### src/design/lbc_pkg.sv
`default_nettype none
// ----------------------------------------------------------------------------
// lbc_pkg
// Shared types and constants of the block buffer cache tag engine.
// ----------------------------------------------------------------------------
package lbc_pkg;

  localparam int NUM_SLOTS = 32;
  localparam int SLOT_W    = $clog2(NUM_SLOTS);
  localparam int RANK_W    = SLOT_W;

  localparam int OP_W      = 2;
  localparam int DEV_W     = 8;
  localparam int BLOCK_W   = 32;
  localparam int SLOT_FW   = 5;
  localparam int STATUS_W  = 2;
  localparam int TAG_W     = DEV_W + BLOCK_W;
  localparam int CNT_W     = 8;

  localparam logic [CNT_W-1:0] COUNT_MAX = {CNT_W{1'b1}};

  typedef enum logic [OP_W-1:0] {
    OP_READ    = 2'd0,
    OP_RELEASE = 2'd1,
    OP_PIN     = 2'd2,
    OP_UNPIN   = 2'd3
  } op_e;

  typedef enum logic [STATUS_W-1:0] {
    STS_OK        = 2'd0,
    STS_NO_FREE   = 2'd1,
    STS_COUNT_ERR = 2'd2
  } status_e;

  typedef enum logic [2:0] {
    CS_IDLE,
    CS_FETCH,
    CS_SCAN,
    CS_LAST,
    CS_DECIDE
  } ctrl_state_e;

  typedef struct packed {
    op_e                op;
    logic [DEV_W-1:0]   dev;
    logic [BLOCK_W-1:0] block;
    logic [SLOT_FW-1:0] slot;
  } in_t;

  typedef struct packed {
    logic [SLOT_FW-1:0]  slot_out;
    logic                need_read;
    logic [STATUS_W-1:0] status;
  } out_t;

  // controller to datapath
  typedef struct packed {
    logic load;
    logic step;
    logic search;
    logic commit;
  } dp_cmd_t;

  // datapath to controller
  typedef struct packed {
    logic req_is_read;
    logic idx_last;
    logic out_free;
  } dp_sts_t;

endpackage
`default_nettype wire

### src/design/lbc_ctrl.sv
`default_nettype none
// ----------------------------------------------------------------------------
// lbc_ctrl
// Sequencer: accepts a request, walks the slots for reads, then commits.
// ----------------------------------------------------------------------------
module lbc_ctrl import lbc_pkg::*; (
  input  logic    clk_i,
  input  logic    rst_ni,
  input  logic    in_valid_i,
  output logic    in_stall_o,
  input  dp_sts_t sts_i,
  output dp_cmd_t cmd_o
);

  ctrl_state_e state_q, state_d;

  always_ff @(posedge clk_i or negedge rst_ni) begin
    if (!rst_ni) begin
      state_q <= CS_IDLE;
    end else begin
      state_q <= state_d;
    end
  end

  always_comb begin
    state_d    = state_q;
    cmd_o      = '0;
    in_stall_o = (state_q != CS_IDLE);
    case (state_q)
      CS_IDLE: begin
        if (in_valid_i) begin
          cmd_o.load = 1'b1;
          state_d    = CS_FETCH;
        end
      end
      CS_FETCH: begin
        // first slot read is in flight for a lookup
        if (sts_i.req_is_read) begin
          cmd_o.step = 1'b1;
          state_d    = CS_SCAN;
        end else begin
          state_d = CS_DECIDE;
        end
      end
      CS_SCAN: begin
        cmd_o.step   = 1'b1;
        cmd_o.search = 1'b1;
        if (sts_i.idx_last) begin
          state_d = CS_LAST;
        end
      end
      CS_LAST: begin
        cmd_o.search = 1'b1;
        state_d      = CS_DECIDE;
      end
      CS_DECIDE: begin
        if (sts_i.out_free) begin
          cmd_o.commit = 1'b1;
          state_d      = CS_IDLE;
        end
      end
      default: begin
        state_d = CS_IDLE;
      end
    endcase
  end

endmodule
`default_nettype wire

### src/design/lbc_dp.sv
`default_nettype none
// ----------------------------------------------------------------------------
// lbc_dp
// Tag memory, counts, recency ranks, lookup registers and result register.
// ----------------------------------------------------------------------------
module lbc_dp import lbc_pkg::*; (
  input  logic    clk_i,
  input  logic    rst_ni,
  input  in_t     in_data_i,
  input  logic    out_stall_i,
  input  dp_cmd_t cmd_i,
  output dp_sts_t sts_o,
  output logic    out_valid_o,
  output out_t    out_data_o
);

  in_t               req_q;
  logic [SLOT_W-1:0] idx_q;

  // slot state
  logic [TAG_W-1:0]     tag_mem [NUM_SLOTS];
  logic [NUM_SLOTS-1:0] tag_w_q;
  logic [NUM_SLOTS-1:0] valid_q;
  logic [CNT_W-1:0]     cnt_q  [NUM_SLOTS];
  logic [RANK_W-1:0]    rank_q [NUM_SLOTS];

  // read stage of the slot at idx_q
  logic [TAG_W-1:0]  p_tag_q;
  logic              p_tagw_q;
  logic              p_valid_q;
  logic [CNT_W-1:0]  p_cnt_q;
  logic [RANK_W-1:0] p_rank_q;
  logic [SLOT_W-1:0] p_idx_q;

  // lookup results
  logic              hit_q, free_q;
  logic [SLOT_W-1:0] hs_q, fs_q;
  logic [RANK_W-1:0] hr_q, fr_q;
  logic [CNT_W-1:0]  hcnt_q;
  logic              hval_q;

  logic              out_valid_q;
  out_t              out_data_q;

  logic [TAG_W-1:0]  req_tag;
  logic [TAG_W-1:0]  p_tag_eff;
  logic              p_match;
  logic              p_free;
  logic              slot_ok;

  logic              wr_cnt, wr_tag, set_valid, touch;
  logic [SLOT_W-1:0] wr_addr;
  logic [CNT_W-1:0]  cnt_new;
  logic [SLOT_FW-1:0] res_slot;
  logic              res_nr;
  status_e           res_st;

  assign req_tag   = {req_q.dev, req_q.block};
  assign p_tag_eff = p_tagw_q ? p_tag_q : '0;
  assign p_match   = (p_tag_eff == req_tag);
  assign p_free    = (p_cnt_q == '0);
  assign slot_ok   = (int'(req_q.slot) < NUM_SLOTS);

  assign sts_o.req_is_read = (req_q.op == OP_READ);
  assign sts_o.idx_last    = (idx_q == SLOT_W'(NUM_SLOTS - 1));
  assign sts_o.out_free    = !out_valid_q || !out_stall_i;

  // request and address register
  always_ff @(posedge clk_i) begin
    if (cmd_i.load) begin
      req_q <= in_data_i;
      idx_q <= (in_data_i.op == OP_READ) ? '0 : SLOT_W'(in_data_i.slot);
    end else if (cmd_i.step) begin
      idx_q <= idx_q + SLOT_W'(1);
    end
  end

  // tag memory, registered read
  always_ff @(posedge clk_i) begin
    if (wr_tag) begin
      tag_mem[wr_addr] <= req_tag;
    end
    p_tag_q <= tag_mem[idx_q];
  end

  always_ff @(posedge clk_i) begin
    p_tagw_q  <= tag_w_q[idx_q];
    p_valid_q <= valid_q[idx_q];
    p_cnt_q   <= cnt_q[idx_q];
    p_rank_q  <= rank_q[idx_q];
    p_idx_q   <= idx_q;
  end

  always_ff @(posedge clk_i or negedge rst_ni) begin
    if (!rst_ni) begin
      tag_w_q <= '0;
      valid_q <= '0;
      for (int i = 0; i < NUM_SLOTS; i++) begin
        cnt_q[i]  <= '0;
        rank_q[i] <= RANK_W'(i);
      end
    end else begin
      if (wr_tag) begin
        tag_w_q[wr_addr] <= 1'b1;
      end
      if (set_valid) begin
        valid_q[wr_addr] <= 1'b1;
      end
      if (wr_cnt) begin
        cnt_q[wr_addr] <= cnt_new;
      end
      // released slot becomes most recent, those above it move down
      if (touch) begin
        for (int i = 0; i < NUM_SLOTS; i++) begin
          if (SLOT_W'(i) == wr_addr) begin
            rank_q[i] <= RANK_W'(NUM_SLOTS - 1);
          end else if (rank_q[i] > p_rank_q) begin
            rank_q[i] <= rank_q[i] - RANK_W'(1);
          end
        end
      end
    end
  end

  // lookup: most recent match, least recent free slot
  always_ff @(posedge clk_i or negedge rst_ni) begin
    if (!rst_ni) begin
      hit_q  <= 1'b0;
      free_q <= 1'b0;
    end else if (cmd_i.load) begin
      hit_q  <= 1'b0;
      free_q <= 1'b0;
    end else if (cmd_i.search) begin
      if (p_match && (!hit_q || p_rank_q > hr_q)) begin
        hit_q <= 1'b1;
      end
      if (p_free && (!free_q || p_rank_q < fr_q)) begin
        free_q <= 1'b1;
      end
    end
  end

  always_ff @(posedge clk_i) begin
    if (cmd_i.search) begin
      if (p_match && (!hit_q || p_rank_q > hr_q)) begin
        hs_q   <= p_idx_q;
        hr_q   <= p_rank_q;
        hcnt_q <= p_cnt_q;
        hval_q <= p_valid_q;
      end
      if (p_free && (!free_q || p_rank_q < fr_q)) begin
        fs_q <= p_idx_q;
        fr_q <= p_rank_q;
      end
    end
  end

  // decision
  always_comb begin
    wr_addr   = p_idx_q;
    wr_cnt    = 1'b0;
    wr_tag    = 1'b0;
    set_valid = 1'b0;
    touch     = 1'b0;
    cnt_new   = p_cnt_q;
    res_slot  = req_q.slot;
    res_nr    = 1'b0;
    res_st    = STS_OK;
    if (req_q.op == OP_READ) begin
      if (hit_q) begin
        wr_addr  = hs_q;
        res_slot = SLOT_FW'(hs_q);
        if (hcnt_q == COUNT_MAX) begin
          res_st = STS_COUNT_ERR;
        end else begin
          wr_cnt    = 1'b1;
          cnt_new   = hcnt_q + CNT_W'(1);
          set_valid = 1'b1;
          res_nr    = !hval_q;
        end
      end else if (free_q) begin
        wr_addr   = fs_q;
        res_slot  = SLOT_FW'(fs_q);
        wr_tag    = 1'b1;
        wr_cnt    = 1'b1;
        cnt_new   = CNT_W'(1);
        set_valid = 1'b1;
        res_nr    = 1'b1;
      end else begin
        res_slot = '0;
        res_st   = STS_NO_FREE;
      end
    end else if (!slot_ok) begin
      res_st = STS_OK;
    end else if (req_q.op == OP_PIN) begin
      if (p_cnt_q == COUNT_MAX) begin
        res_st = STS_COUNT_ERR;
      end else begin
        wr_cnt  = 1'b1;
        cnt_new = p_cnt_q + CNT_W'(1);
      end
    end else begin
      if (p_free) begin
        res_st = STS_COUNT_ERR;
      end else begin
        wr_cnt  = 1'b1;
        cnt_new = p_cnt_q - CNT_W'(1);
        touch   = (req_q.op == OP_RELEASE) && (p_cnt_q == CNT_W'(1));
      end
    end
    wr_cnt    = wr_cnt    && cmd_i.commit;
    wr_tag    = wr_tag    && cmd_i.commit;
    set_valid = set_valid && cmd_i.commit;
    touch     = touch     && cmd_i.commit;
  end

  // result register
  always_ff @(posedge clk_i or negedge rst_ni) begin
    if (!rst_ni) begin
      out_valid_q <= 1'b0;
    end else if (cmd_i.commit) begin
      out_valid_q <= 1'b1;
    end else if (!out_stall_i) begin
      out_valid_q <= 1'b0;
    end
  end

  always_ff @(posedge clk_i) begin
    if (cmd_i.commit) begin
      out_data_q.slot_out  <= res_slot;
      out_data_q.need_read <= res_nr;
      out_data_q.status    <= res_st;
    end
  end

  assign out_valid_o = out_valid_q;
  assign out_data_o  = out_data_q;

`ifndef SYNTHESIS
  a_commit_room: assert property (@(posedge clk_i) disable iff (!rst_ni)
    cmd_i.commit |-> (!out_valid_q || !out_stall_i))
    else $error("commit while result beat still stalled");

  a_commit_shows: assert property (@(posedge clk_i) disable iff (!rst_ni)
    cmd_i.commit |=> out_valid_q)
    else $error("committed result not presented");

  a_load_alone: assert property (@(posedge clk_i) disable iff (!rst_ni)
    cmd_i.load |-> !(cmd_i.search || cmd_i.commit || cmd_i.step))
    else $error("load overlaps other commands");

  a_no_free_res: assert property (@(posedge clk_i) disable iff (!rst_ni)
    (out_valid_q && out_data_q.status == STS_NO_FREE)
      |-> (out_data_q.slot_out == '0 && !out_data_q.need_read))
    else $error("no-free result carries slot or fetch");

  a_fetch_ok: assert property (@(posedge clk_i) disable iff (!rst_ni)
    (out_valid_q && out_data_q.need_read) |-> (out_data_q.status == STS_OK))
    else $error("fetch flagged on error result");
`endif

endmodule
`default_nettype wire

### src/design/lru_block_buffer_cache_tags.sv
`default_nettype none
// ----------------------------------------------------------------------------
// lru_block_buffer_cache_tags
// Tag and LRU policy engine of a block buffer cache with reference counts.
// ----------------------------------------------------------------------------
//  channel   direction   handshake               payload
//  in        input       in_valid_i / in_stall_o   in_data_i  (in_t)
//  out       output      out_valid_o / out_stall_i out_data_o (out_t)
//
//  a read request looks at every slot in turn: the tag memory
//  has one read port and the lookup walks it one slot per cycle
//  release, pin and unpin take one slot read and one commit
//  after reset all slots are free and untagged, no clearing pass
//  a stalled result beat holds in the output register; the next request is
//  taken meanwhile and waits before commit until that beat leaves
// ----------------------------------------------------------------------------
module lru_block_buffer_cache_tags import lbc_pkg::*; (
  input  logic clk_i,
  input  logic rst_ni,
  input  logic in_valid_i,
  output logic in_stall_o,
  input  in_t  in_data_i,
  output logic out_valid_o,
  input  logic out_stall_i,
  output out_t out_data_o
);

  dp_cmd_t cmd;
  dp_sts_t sts;

  lbc_ctrl u_ctrl (
    .clk_i      (clk_i),
    .rst_ni     (rst_ni),
    .in_valid_i (in_valid_i),
    .in_stall_o (in_stall_o),
    .sts_i      (sts),
    .cmd_o      (cmd)
  );

  lbc_dp u_dp (
    .clk_i       (clk_i),
    .rst_ni      (rst_ni),
    .in_data_i   (in_data_i),
    .out_stall_i (out_stall_i),
    .cmd_i       (cmd),
    .sts_o       (sts),
    .out_valid_o (out_valid_o),
    .out_data_o  (out_data_o)
  );

endmodule
`default_nettype wire
### config.mk
export PLATFORM = sky130hd
export DESIGN_NAME = lru_block_buffer_cache_tags
export DESIGN_NICKNAME = d
export VERILOG_FILES = /design/src/design/lbc_pkg.sv /design/src/design/lbc_ctrl.sv /design/src/design/lbc_dp.sv /design/src/design/lru_block_buffer_cache_tags.sv
export SDC_FILE = /design/constraint.sdc
export NUM_CORES = 2
export LEC_CHECK = 0
export CORE_UTILIZATION = 40
export CTS_BUF_LIST = sky130_fd_sc_hd__clkbuf_2 sky130_fd_sc_hd__clkbuf_4 sky130_fd_sc_hd__clkbuf_8
export DETAILED_ROUTE_END_ITERATION = 8
export DONT_BUFFER_PORTS = 1
export PLACE_DENSITY = 0.64
export SLEW_MARGIN = 20
export SYNTH_ARGS = -nofsm -noshare
export SYNTH_HDL_FRONTEND = slang
export SYNTH_HIERARCHICAL = 1
export SYNTH_SLANG_ARGS = --single-unit
### constraint.sdc
create_clock -name clk_i -period 5.3 [get_ports clk_i]
set_clock_uncertainty 0.15 [all_clocks]
set_input_delay 1.59 -clock clk_i [delete_from_list [all_inputs] [get_ports clk_i]]
set_output_delay 1.59 -clock clk_i [all_outputs]
set_load 0.05 [all_outputs]
==> metrics.md <==
| Metric | Value |
|---|---|
| Maximum fanout along the worst path | `29` |
| Portion of the post-synthesis area used by sequential elements | `0.6598` |
| Die area | `208600 um2` |
| Floorplan die width | `456.7 um` |
| Syn Nets | `4911` |
| Flops & latches, synth | `1915` |
| Worst Setup SP | `u_dp/req_q[45]` |
| Top Ports | `61` |
| Total iterations of the first detailed-routing run | `6` |
| Final estimated routing congestion in global placement | `0.8685` |
| Die height | `456.7 um` |
| Number of buffers created by CTS | `329` |
| Remaining antenna violation count | `0` |
| Cell variety after synth | `95` |
| Capturing point of the worst reg2reg path | `u_dp/tag_mem[9][25]` |
| Clock sink count | `1915` |
| Setup slack of the worst register-to-register path | `1.18 ns` |
| Maximum vdd ir drop | `428.5 uV` |
| Pwr Density | `459.0 nW/um2` |
| Data arrival time of the critical path | `4.59 ns` |
| Reg-to-reg critical path startpoint | `u_dp/req_q[45]` |
| Worst slew margin relative to its limit | `-1.051` |
| Violations in the final reports | `max-slew violations` |
| Fin nets | `5231` |
| Post-layout min period | `4.119 ns` |
| DR vias | `44990` |
| Initial core utilization | `0.4034` |
| # DRC | `0` |
| Global router's overall resource usage | `0.1969` |
| Unrepaired setup endpoints after global routing | `no` |
| Syn. warnings | `6` |
| Clock-pin slew of the registers on the worst-case setup and hold paths | `0.06 ns` |
| CTS Hold Bufs | `0` |
| Final global-route overflow total | `0` |
| Global-route wire length before repair | `306600 um` |
| Vias in the first global route | `46390` |
| Post-synthesis instance area | `82700 um2` |
| Final period utilization | `0.7771` |
| Post-route total power | `43040 uW` |
| Number of antenna violations at the first check in global routing | `6` |
| Reg2Reg Depth | `8` |
| Post-synth ARST share | `0.2538` |
| Required time of the critical path | `5.77 ns` |
| Core Rows | `166` |
| Top_reg_cell synth | `edfxtp_1` |
| Achievable frequency | `242.8 MHz` |
| Type of the tightest min-delay check | `input pin to async pin` |
| Outcome | `finished, violations left` |
| Count of mapped cells out of synthesis | `4653` |
| Worst skew pair latency | `1.04 ns` |
| Hold Fails Final Rpt | `0` |
| Syn_area_per_cell | `17.77 um2` |
| Core utilization of the finished layout | `0.4575` |
| Resize count post-CTS | `0` |
| Min Hold Slack | `0.1719 ns` |
| DRC marker count from the first detailed-route iteration | `4099` |
| # setup viols final | `0` |
| Final-report max-slew violation count | `383` |
| Buffer levels on the longest clock path | `4` |
| Static Leak | `0.03404 uW` |
| Number of H-tree levels | `5` |
| Pin count of the biggest net entering global routing | `487` |
| Placed wire-length estimate after detailed placement | `121700 um` |
| Number of maximum-capacitance constraint violations | `0` |
| Area inside the core boundary | `205000 um2` |
| Clock tree from TritonCTS | `built` |
| Area added between synthesis and finish | `13.40%` |
| Least-Margin Pin Slew | `3.077 ns` |
| Crit Path Class | `flip-flop to flip-flop` |
| Share of cells above drive strength 1 | `0.3507` |
| EDFF count, synth | `1369` |
| Kind of end point of the critical path | `flip-flop` |
| Critical path startpoint category | `flip-flop` |
| Post-CTS setup repair buffer count | `0` |
| Total detailed-routing wirelength | `205000 um` |
| Port buffer count | `0` |
| CTS Root Buffer Type | `clkbuf_8` |
| Routed WL per cell | `25.91 um` |
| Setup TNS | `0 ns` |
| Termination of the worst setup path | `u_dp/tag_mem[9][25]` |
| Via density | `5.686` |
==> worst max-delay path: stages (launching register included) <==
cell	delay (ns)
edfxtp_1	0.66
or2_1	0.33
inv_1	0.22
buf_4	0.22
a21boi_0	0.18
a211oi_2	0.57
nand2_1	0.58
nor2_4	0.26
buf_4	0.50
==> cell type report <==
cell class / count / area [um2]
Multi-Input combinational cell: 2376 / 27020
Timing Repair Buffer: 190 / 1854
Clock buffer: 488 / 5909
Tap cell: 2688 / 3363
Clock inverter: 86 / 434.2
Fill cell: 17330 / 111200
Inverter: 161 / 604.3
Sequential cell: 1915 / 54570
Antenna cell: 9 / 22.52
==> cells by family (layout without fill, tap and decap cells) <==
logic type,after synthesis,count (layout),share of synthesized area
buffers and inverters,362,925,0.01722
adder cells (fa/ha/maj),207,207,0.03132
XOR/XNOR,86,86,0.009108
other,0,9,0
multiplexers,882,882,0.1949
AND/OR/NAND/NOR,735,735,0.04696
AO/OA/AOI/OAI,466,466,0.04062
flip-flops,1915,1915,0.6598
==> worst min path at each step <==
stage / start / cells past startpoint / end / slack (ns)
after floorplan: u_dp/idx_q[2] / 0 / u_dp/p_idx_q[2] / 0.20
after global placement: u_dp/p_valid_q / 0 / u_dp/hval_q / 0.27
after detailed placement: u_dp/p_valid_q / 0 / u_dp/hval_q / 0.26
after CTS: rst_ni / 0 / u_dp/rank_q[25] / 0.06
after global routing: rst_ni / 0 / u_dp/rank_q[112] / 0.1
final: rst_ni / 0 / u_dp/rank_q[116] / 0.17
==> cells in the mapped netlist (59+ instances only) <==
| cell type | count | area [um2] |
|---|---|---|
| clkbuf_1 | 139 | 521.8 |
| dfrtp_1 | 406 | 10160 |
| dfstp_2 | 80 | 2102 |
| dfxtp_1 | 60 | 1201 |
| edfxtp_1 | 1369 | 41110 |
| ha_1 | 207 | 2590 |
| inv_1 | 161 | 604.3 |
| mux2_2 | 329 | 3705 |
| mux4_2 | 550 | 12390 |
| nand2_1 | 233 | 874.6 |
| nand3_1 | 79 | 395.4 |
| nor2_1 | 96 | 360.4 |
| o211ai_1 | 59 | 442.9 |
| o21ai_0 | 82 | 410.4 |
==> layer usage <==
layer / vias to the layer above / track usage / share of wire
li1: 19300 / - / -
met1: 23840 / 0.2726 / 0.43
met2: 1474 / 0.3147 / 0.48
met3: 372 / 0.03664 / 0.060
met4: 4 / 0.06190 / 0.026
met5: - / 0 / 0.00016
==> state kept, by name, summed over array words and instances (netlist names), 3 cells and up <==
| name | cells |
|---|---|
| u_dp/tag_w_q | 32 |
| u_dp/fs_q | 5 |
| u_dp/hcnt_q | 8 |
| u_dp/valid_q | 32 |
| u_dp/p_cnt_q | 8 |
| u_dp/tag_mem | 1280 |
| u_dp/rank_q | 160 |
| u_dp/hr_q | 5 |
| u_dp/p_idx_q | 5 |
| u_dp/out_data_o | 8 |
| u_dp/p_rank_q | 5 |
| u_dp/p_tag_q | 40 |
| u_dp/fr_q | 5 |
| u_dp/req_q | 47 |
| u_dp/hs_q | 5 |
| u_dp/cnt_q | 256 |
| u_dp/idx_q | 5 |
| u_ctrl/state_q | 3 |
==> through the flow <==
| stage | setup WS, ns | cells | cell area [um2] |
|---|---|---|---|
| 2_1_floorplan | -0.1660 | 4653 | 82710 |
| 3_3_place_gp | 0.4265 | 7328 | 87380 |
| 3_5_place_dp | 0.3853 | 7328 | 87380 |
| 4_1_cts | 1.220 | 7902 | 93720 |
| 5_1_grt | 0.9880 | 7909 | 93770 |
| 6_report | 1.181 | 7913 | 93780 |
==> power by group <==
part           internal [uW]  switching [uW]
clock network           7190            5840
registers              17100             666
logic                   5390            6830
total                  29700           13300
==> layout by cell type (no fill, tap or decap), drive strengths merged, types with 112 or more instances in the layout <==
cell type,count
edfxtp,1369
mux4,550
ha,207
nand2,234
mux2,329
dfrtp,406
nor2,112
inv,161
buf,190
clkbuf,488
(Power assumes the default switching activity.)
